`src/hdl/olid_pkg.sv`:
```
// shared types, codes and widths of the ordered list block
package olid_pkg;

  // default list capacity
  localparam int CAPACITY_DEF = 128;

  // fixed field widths
  localparam int OP_W    = 2;
  localparam int POS_W   = 8;
  localparam int ITEM_W  = 64;
  localparam int STAT_W  = 2;
  localparam int COUNT_W = 8;

  // operation codes
  localparam logic [OP_W-1:0] OP_INSERT = 2'd0;
  localparam logic [OP_W-1:0] OP_DELETE = 2'd1;
  localparam logic [OP_W-1:0] OP_GET    = 2'd2;

  // status codes
  localparam logic [STAT_W-1:0] ST_OK    = 2'd0;
  localparam logic [STAT_W-1:0] ST_RANGE = 2'd1;
  localparam logic [STAT_W-1:0] ST_FULL  = 2'd2;

  // commands from controller to datapath
  typedef struct packed {
    logic load;        // capture request and decide its status
    logic idx_count;   // index from current length
    logic idx_pos;     // index from request position
    logic idx_inc;
    logic idx_dec;
    logic rd_en;       // memory read
    logic rd_up;       // read at index + 1 (else index - 1)
    logic rd_pos;      // read at request position
    logic wr_shift;    // write read data at index
    logic wr_item;     // write request item at position
    logic cnt_inc;
    logic cnt_dec;
    logic out_load;    // load the result register
  } cmd_t;

  // status from datapath to controller
  typedef struct packed {
    logic [OP_W-1:0] op;
    logic            ok;       // request passed its checks
    logic            at_pos;   // index equals position
    logic            del_end;  // index + 1 reaches length
    logic            out_busy; // result register still held
  } sts_t;

endpackage

```
`src/hdl/olid_ctrl.sv`:
```
// controller state machine of the ordered list block
module olid_ctrl (
  input  logic           clk,
  input  logic           rst_n,
  input  logic           in_valid,
  output logic           in_ready,
  input  olid_pkg::sts_t sts,
  output olid_pkg::cmd_t cmd
);

  localparam logic [2:0] S_IDLE     = 3'd0;
  localparam logic [2:0] S_CHECK    = 3'd1;
  localparam logic [2:0] S_INS_TEST = 3'd2;
  localparam logic [2:0] S_INS_WR   = 3'd3;
  localparam logic [2:0] S_DEL_TEST = 3'd4;
  localparam logic [2:0] S_DEL_WR   = 3'd5;
  localparam logic [2:0] S_GET_WAIT = 3'd6;
  localparam logic [2:0] S_FINISH   = 3'd7;

  logic [2:0] state_r;
  logic [2:0] state_nxt;

  assign in_ready = (state_r == S_IDLE);

  // next state and commands
  always_comb begin
    state_nxt = state_r;
    cmd       = '0;
    case (state_r)
      S_IDLE: begin
        if (in_valid) begin
          cmd.load  = 1'b1;
          state_nxt = S_CHECK;
        end
      end
      S_CHECK: begin
        if (!sts.ok) begin
          state_nxt = S_FINISH;
        end else begin
          case (sts.op)
            olid_pkg::OP_INSERT: begin
              cmd.idx_count = 1'b1;
              state_nxt     = S_INS_TEST;
            end
            olid_pkg::OP_DELETE: begin
              cmd.idx_pos = 1'b1;
              state_nxt   = S_DEL_TEST;
            end
            olid_pkg::OP_GET: begin
              cmd.rd_en  = 1'b1;
              cmd.rd_pos = 1'b1;
              state_nxt  = S_GET_WAIT;
            end
            default: begin
              state_nxt = S_FINISH;
            end
          endcase
        end
      end
      // shift entries up from the tail, then drop the item in
      S_INS_TEST: begin
        if (sts.at_pos) begin
          cmd.wr_item = 1'b1;
          cmd.cnt_inc = 1'b1;
          state_nxt   = S_FINISH;
        end else begin
          cmd.rd_en = 1'b1;
          state_nxt = S_INS_WR;
        end
      end
      S_INS_WR: begin
        cmd.wr_shift = 1'b1;
        cmd.idx_dec  = 1'b1;
        state_nxt    = S_INS_TEST;
      end
      // shift entries down toward the removed slot
      S_DEL_TEST: begin
        if (sts.del_end) begin
          cmd.cnt_dec = 1'b1;
          state_nxt   = S_FINISH;
        end else begin
          cmd.rd_en = 1'b1;
          cmd.rd_up = 1'b1;
          state_nxt = S_DEL_WR;
        end
      end
      S_DEL_WR: begin
        cmd.wr_shift = 1'b1;
        cmd.idx_inc  = 1'b1;
        state_nxt    = S_DEL_TEST;
      end
      S_GET_WAIT: begin
        state_nxt = S_FINISH;
      end
      // hand the result over once the output register is free
      S_FINISH: begin
        if (!sts.out_busy) begin
          cmd.out_load = 1'b1;
          state_nxt    = S_IDLE;
        end
      end
      default: begin
        state_nxt = S_IDLE;
      end
    endcase
  end

  // state register
  always_ff @(posedge clk) begin
    if (!rst_n) begin
      state_r <= S_IDLE;
    end else begin
      state_r <= state_nxt;
    end
  end

endmodule

```
`config.mk`:
```
export PLATFORM = sky130hd
export DESIGN_NAME = olid_ctrl
export DESIGN_NICKNAME = d
export VERILOG_FILES = /design/src/hdl/olid_pkg.sv /design/src/hdl/olid_ctrl.sv
export SDC_FILE = /design/constraint.sdc
export NUM_CORES = 1
export LEC_CHECK = 0
export BUFFER_PORTS_ARGS = -buffer_cell sky130_fd_sc_hd__buf_2
export CORE_AREA = 2 2 39 41
export DETAILED_ROUTE_END_ITERATION = 12
export DIE_AREA = 0 0 41 43
export GPL_TIMING_DRIVEN = 0
export PLACE_DENSITY_LB_ADDON = 0.08
export REMOVE_ABC_BUFFERS = 1
export SYNTH_ARGS = -nofsm -noshare
export SYNTH_HDL_FRONTEND = slang
export SYNTH_SLANG_ARGS = --single-unit
```
`constraint.sdc`:
```
create_clock -name clk -period 1.4 [get_ports clk]
set_input_delay 0.28 -clock clk [delete_from_list [all_inputs] [get_ports clk]]
set_output_delay 0.28 -clock clk [all_outputs]
set_load 0.02 [all_outputs]
```
Word level (Yosys, flattened, before mapping)
Cells that the tools add are included.
{ "totals": {"regBits": 3, "input_bits": 9, "output_inout_bits": 14, "elab_cells": 45} }
{ "classes": {"n_eq_ne": 11, "n_mux": 29, "reduce_logical": 4} }
{ "ops": {"columns": ["operator", "count"], "rows": [
  ["$pmux 3 s8", 1],
  ["$mux 1", 16],
  ["$eq 3x3->1 const B", 4],
  ["$mux 2", 6],
  ["$mux 3", 4],
  ["$pmux 3 s3", 1],
  ["$eq 3x2->1 const B", 2],
  ["$ne 2x2->1 const B", 2],
  ["$eq 3x1->1 const B", 1],
  ["$logic_not 3->1", 1],
  ["$pmux 1 s3", 1],
  ["$eq 2x1->1 const B", 1],
  ["$eq 2x2->1 const B", 1],
  ["$logic_not 2->1", 1],
  ["$reduce_and 2->1", 1],
  ["$reduce_or 2->1", 1]
]} }

Depth between registers and ports, before layout
{ "logic_depth": {"word_depth": 4, "ltp_mapped": 4, "mapped_depth_nobuf": 3} }

Worst setup path after synthesis
OpenSTA, ideal clock, no wires.
{ "synth_timing": {"path_kind": "register -> output", "startpoint": "register state_r[1]", "endpoint": "output cmd[7] (netlist bit)", "arrival_ns": 1.363, "required_ns": 1.120, "path_slack_ns": -0.243, "stages_incl_launch_ff": 4, "path_buffers": 0, "cell_sequence": "dfxtp_1 -> nand2b_1 -> nor3_1 -> or3_1"} }
{ "synth_lines": {"columns": ["element", "line", "source"], "rows": [
  ["from (decl)", "olid_ctrl.sv:20", "logic [2:0] state_r;"],
  ["from (signal assigned)", "olid_ctrl.sv:113", "state_r <= state_nxt;"],
  ["to (decl)", "olid_ctrl.sv:8", "output olid_pkg::cmd_t cmd"]
]} }

==> impl_results.md <==
* Status: finished with violations
* Failing checks: setup timing
* Number of remaining DRC errors at 0
* Chip height at 43 um
* DP HPWL at 648 um
* Mapped Area at 315 um2
* DR vias at between 400 and 500
* First-pass GRT wire length at 1350 um
* Syn-to-layout area delta at 111%
* Vias per cell at 4.60
* Total CTS buffers at 3
* Synthesized flop and latch total at 3
* Slowest cell on crit path: dfxtp_4
* Critical path launch point type: flop
* CTS Hold Bufs at 0
* Initial detailed-routing violation count at 3
* Final antenna-violating net count at 0
* Top reg by flops: state_r
* DRT Pass-1 Iters at 4
* Relative slew slack at 0.815
* Synth Area in Adders at 0
* Post-synthesis instance total at 41
* Max FFs per register at 3
* Seq/Total Area, Yosys at 0.190
* Setup WS post-layout at -258 ps
* Total I/O pin count at 23
* CP Capture Type: output pin
* Syn. warnings at 0
* Die Width at 41 um
* Max Cap Viol at 0
* Largest net degree at the start of global routing at 16
* Area taken by multi-input logic gates at 299 um2
* Commonest non-fill, non-tap cell in the layout: buf_4
* Fmax at 603 MHz
* Clock Tree Root: clkbuf_4
* WP data arrival at 1380 ps
* Die area at 1760 um2
* Leading area contributor after synthesis: dfxtp_1
* CTS tree: done
* Initial Util at 0.228
* Clock Sinks at 3
* Main combinational cell family by area after synthesis: simple AND/OR/NAND/NOR gates
* Lkg Pwr at 0.308 nW
* Port buffer count at 22
* Simple-Gate Fraction of Synth Area at 0.563
* Htree depth at 1
* Clock Skews at 2.87 ps
* Max VDD drop at 0.600 mV
* Routability cong. at 0.672
* Compound-cell area share of the yosys netlist at 0.171
* Synth cell types at 22
* Clock latency on the worst-skew pair at roughly 230 ps
* Worst slack, placed at -241 ps
* Crit path time final at roughly 1700 ps
* Total Routing Usage GR at 0.111
* PwrDens at 1210 nW/um2
* Routed len/inst at 10.6 um
* Final setup vio count at 8
* Critical path class: flop to output pin
* Worst-path maximum fanout at 5
* Largest registers: state_r: 3 flops
* Synth Area in XOR/XNOR at 0
* Mux cell area share after synthesis at 0
* Mean post-synth cell area at 7.69 um2
* Clock-pin slew on the worst setup and hold paths at roughly 40 ps
* Initial antenna violation count at 0
* Max-slew violation count at 0
* Drt total wl at 966 um
* Core area at 1380 um2
* Fraction of layout cells with a size suffix above 1 at 0.667
* Synth top area cells: dfxtp_1, nor2_1, nor3b_2, nor4b_4, nor4_1
* Fillcell total at 136
* RSZ-0062 raised after global routing: yes
* Final net count at 85
* Least-Margin Pin Slew at 274 ps
* Register area at 71.3 um2
* Most frequent cells in the layout: buf_4, buf_2, nor2_1, buf_6
* Final Hold Fails at 0
* Setup TNS at -1340 ps
* WP data required at about 1100 ps
* Max clock buf depth at 2
* Crit-path cells: or2_4 -> nor4b_4 -> or3_1 -> buf_6
* Rows at 14
* CP peak stage delay at 350 ps
* Final Cycle Share at 1.18
* # diodes at 0
* Hold Crit Class: primary input to flop
* Overflow after GRT at 0
* Vias in the first global route at 333
* Share of the synthesized area in the top cell type at 0.190
## critical path, delay by kind of cell, from the launching register on
kind                   cells  cell delay [ps]
buffers and inverters      1              110
flip-flops                 1              350
AND/OR/NAND/NOR            3              680
## metal layers
layer | wire length (um) | vias to the layer above | global-route usage
met5 | 0 | - | 0
met1 | 411 | 188 | 0.147
met3 | 61 | 0 | 0.0471
met4 | 0 | 0 | 0.0400
met2 | 493 | 10 | 0.156
li1 | - | 221 | -
## synthesized netlist by cell type (all sizes together)
master / count
o31a: 2
a211oi: 2
or3: 1
nor4b: 2
o21a: 1
nor3b: 2
nand3: 1
a21oi: 1
and2: 2
nor4: 3
nand2: 2
inv: 3
nand2b: 2
buf: 2
and4bb: 1
nor2: 7
dfxtp: 3
a221oi: 1
nor3: 2
or2: 1
## repair_timing
| action | CTS | global route |
|---|---|---|
| gates resized for setup | 25 | 12 |
| gates cloned | 0 | 0 |
| endpoints found under the setup margin | 14 | 11 |
| buffers inserted | 6 | 4 |
| pin swaps | 7 | 4 |
## kinds of logic after synthesis
logic type             after synthesis
and+or+nand+nor                     26
AOI/OAI and AO/OA                    7
buffers and inverters                5
DFF                                  3
## power by group
part / switching (W) / internal (W) / leakage [nW]
Combinational: 0.000244 / 0.000269 / 0.267
Clock: 0.0000422 / 0.000107 / 0.0150
Sequential: 0.0000314 / 0.000113 / 0.0267
## area by class of cell
type                            count  share of cell area
Clock buffer                        4              0.0395
Timing Repair Buffer               32               0.357
Tap cell                           16              0.0301
Multi-Input combinational cell     33               0.449
Inverter                            3              0.0169
Sequential cell                     3               0.107
## through the flow
step	total power, W	cells	hold slack, ps	util	instance area (um2)
floorplan	0.000341	39	398	-	303
global placement	0.000433	77	535	0.313	433
detailed placement	0.000429	77	533	0.313	433
CTS	0.000740	87	289	0.423	586
global route	0.000862	91	295	0.481	666
finish	0.000806	91	299	0.481	666
## worst paths after layout
check                                from                      end  slack (ps)  cells after the start
setup reg to reg  state_r[2]$_SDFFE_PN0P_  state_r[0]$_SDFFE_PN0P_         100                      4
setup / recovery  state_r[2]$_SDFFE_PN0P_                   cmd[7]        -260                      4
hold reg to reg   state_r[2]$_SDFFE_PN0P_  state_r[1]$_SDFFE_PN0P_         710                      2
hold / removal                      rst_n  state_r[0]$_SDFFE_PN0P_         300                      2
No activity file was read; power rests on OpenSTA's default activity.
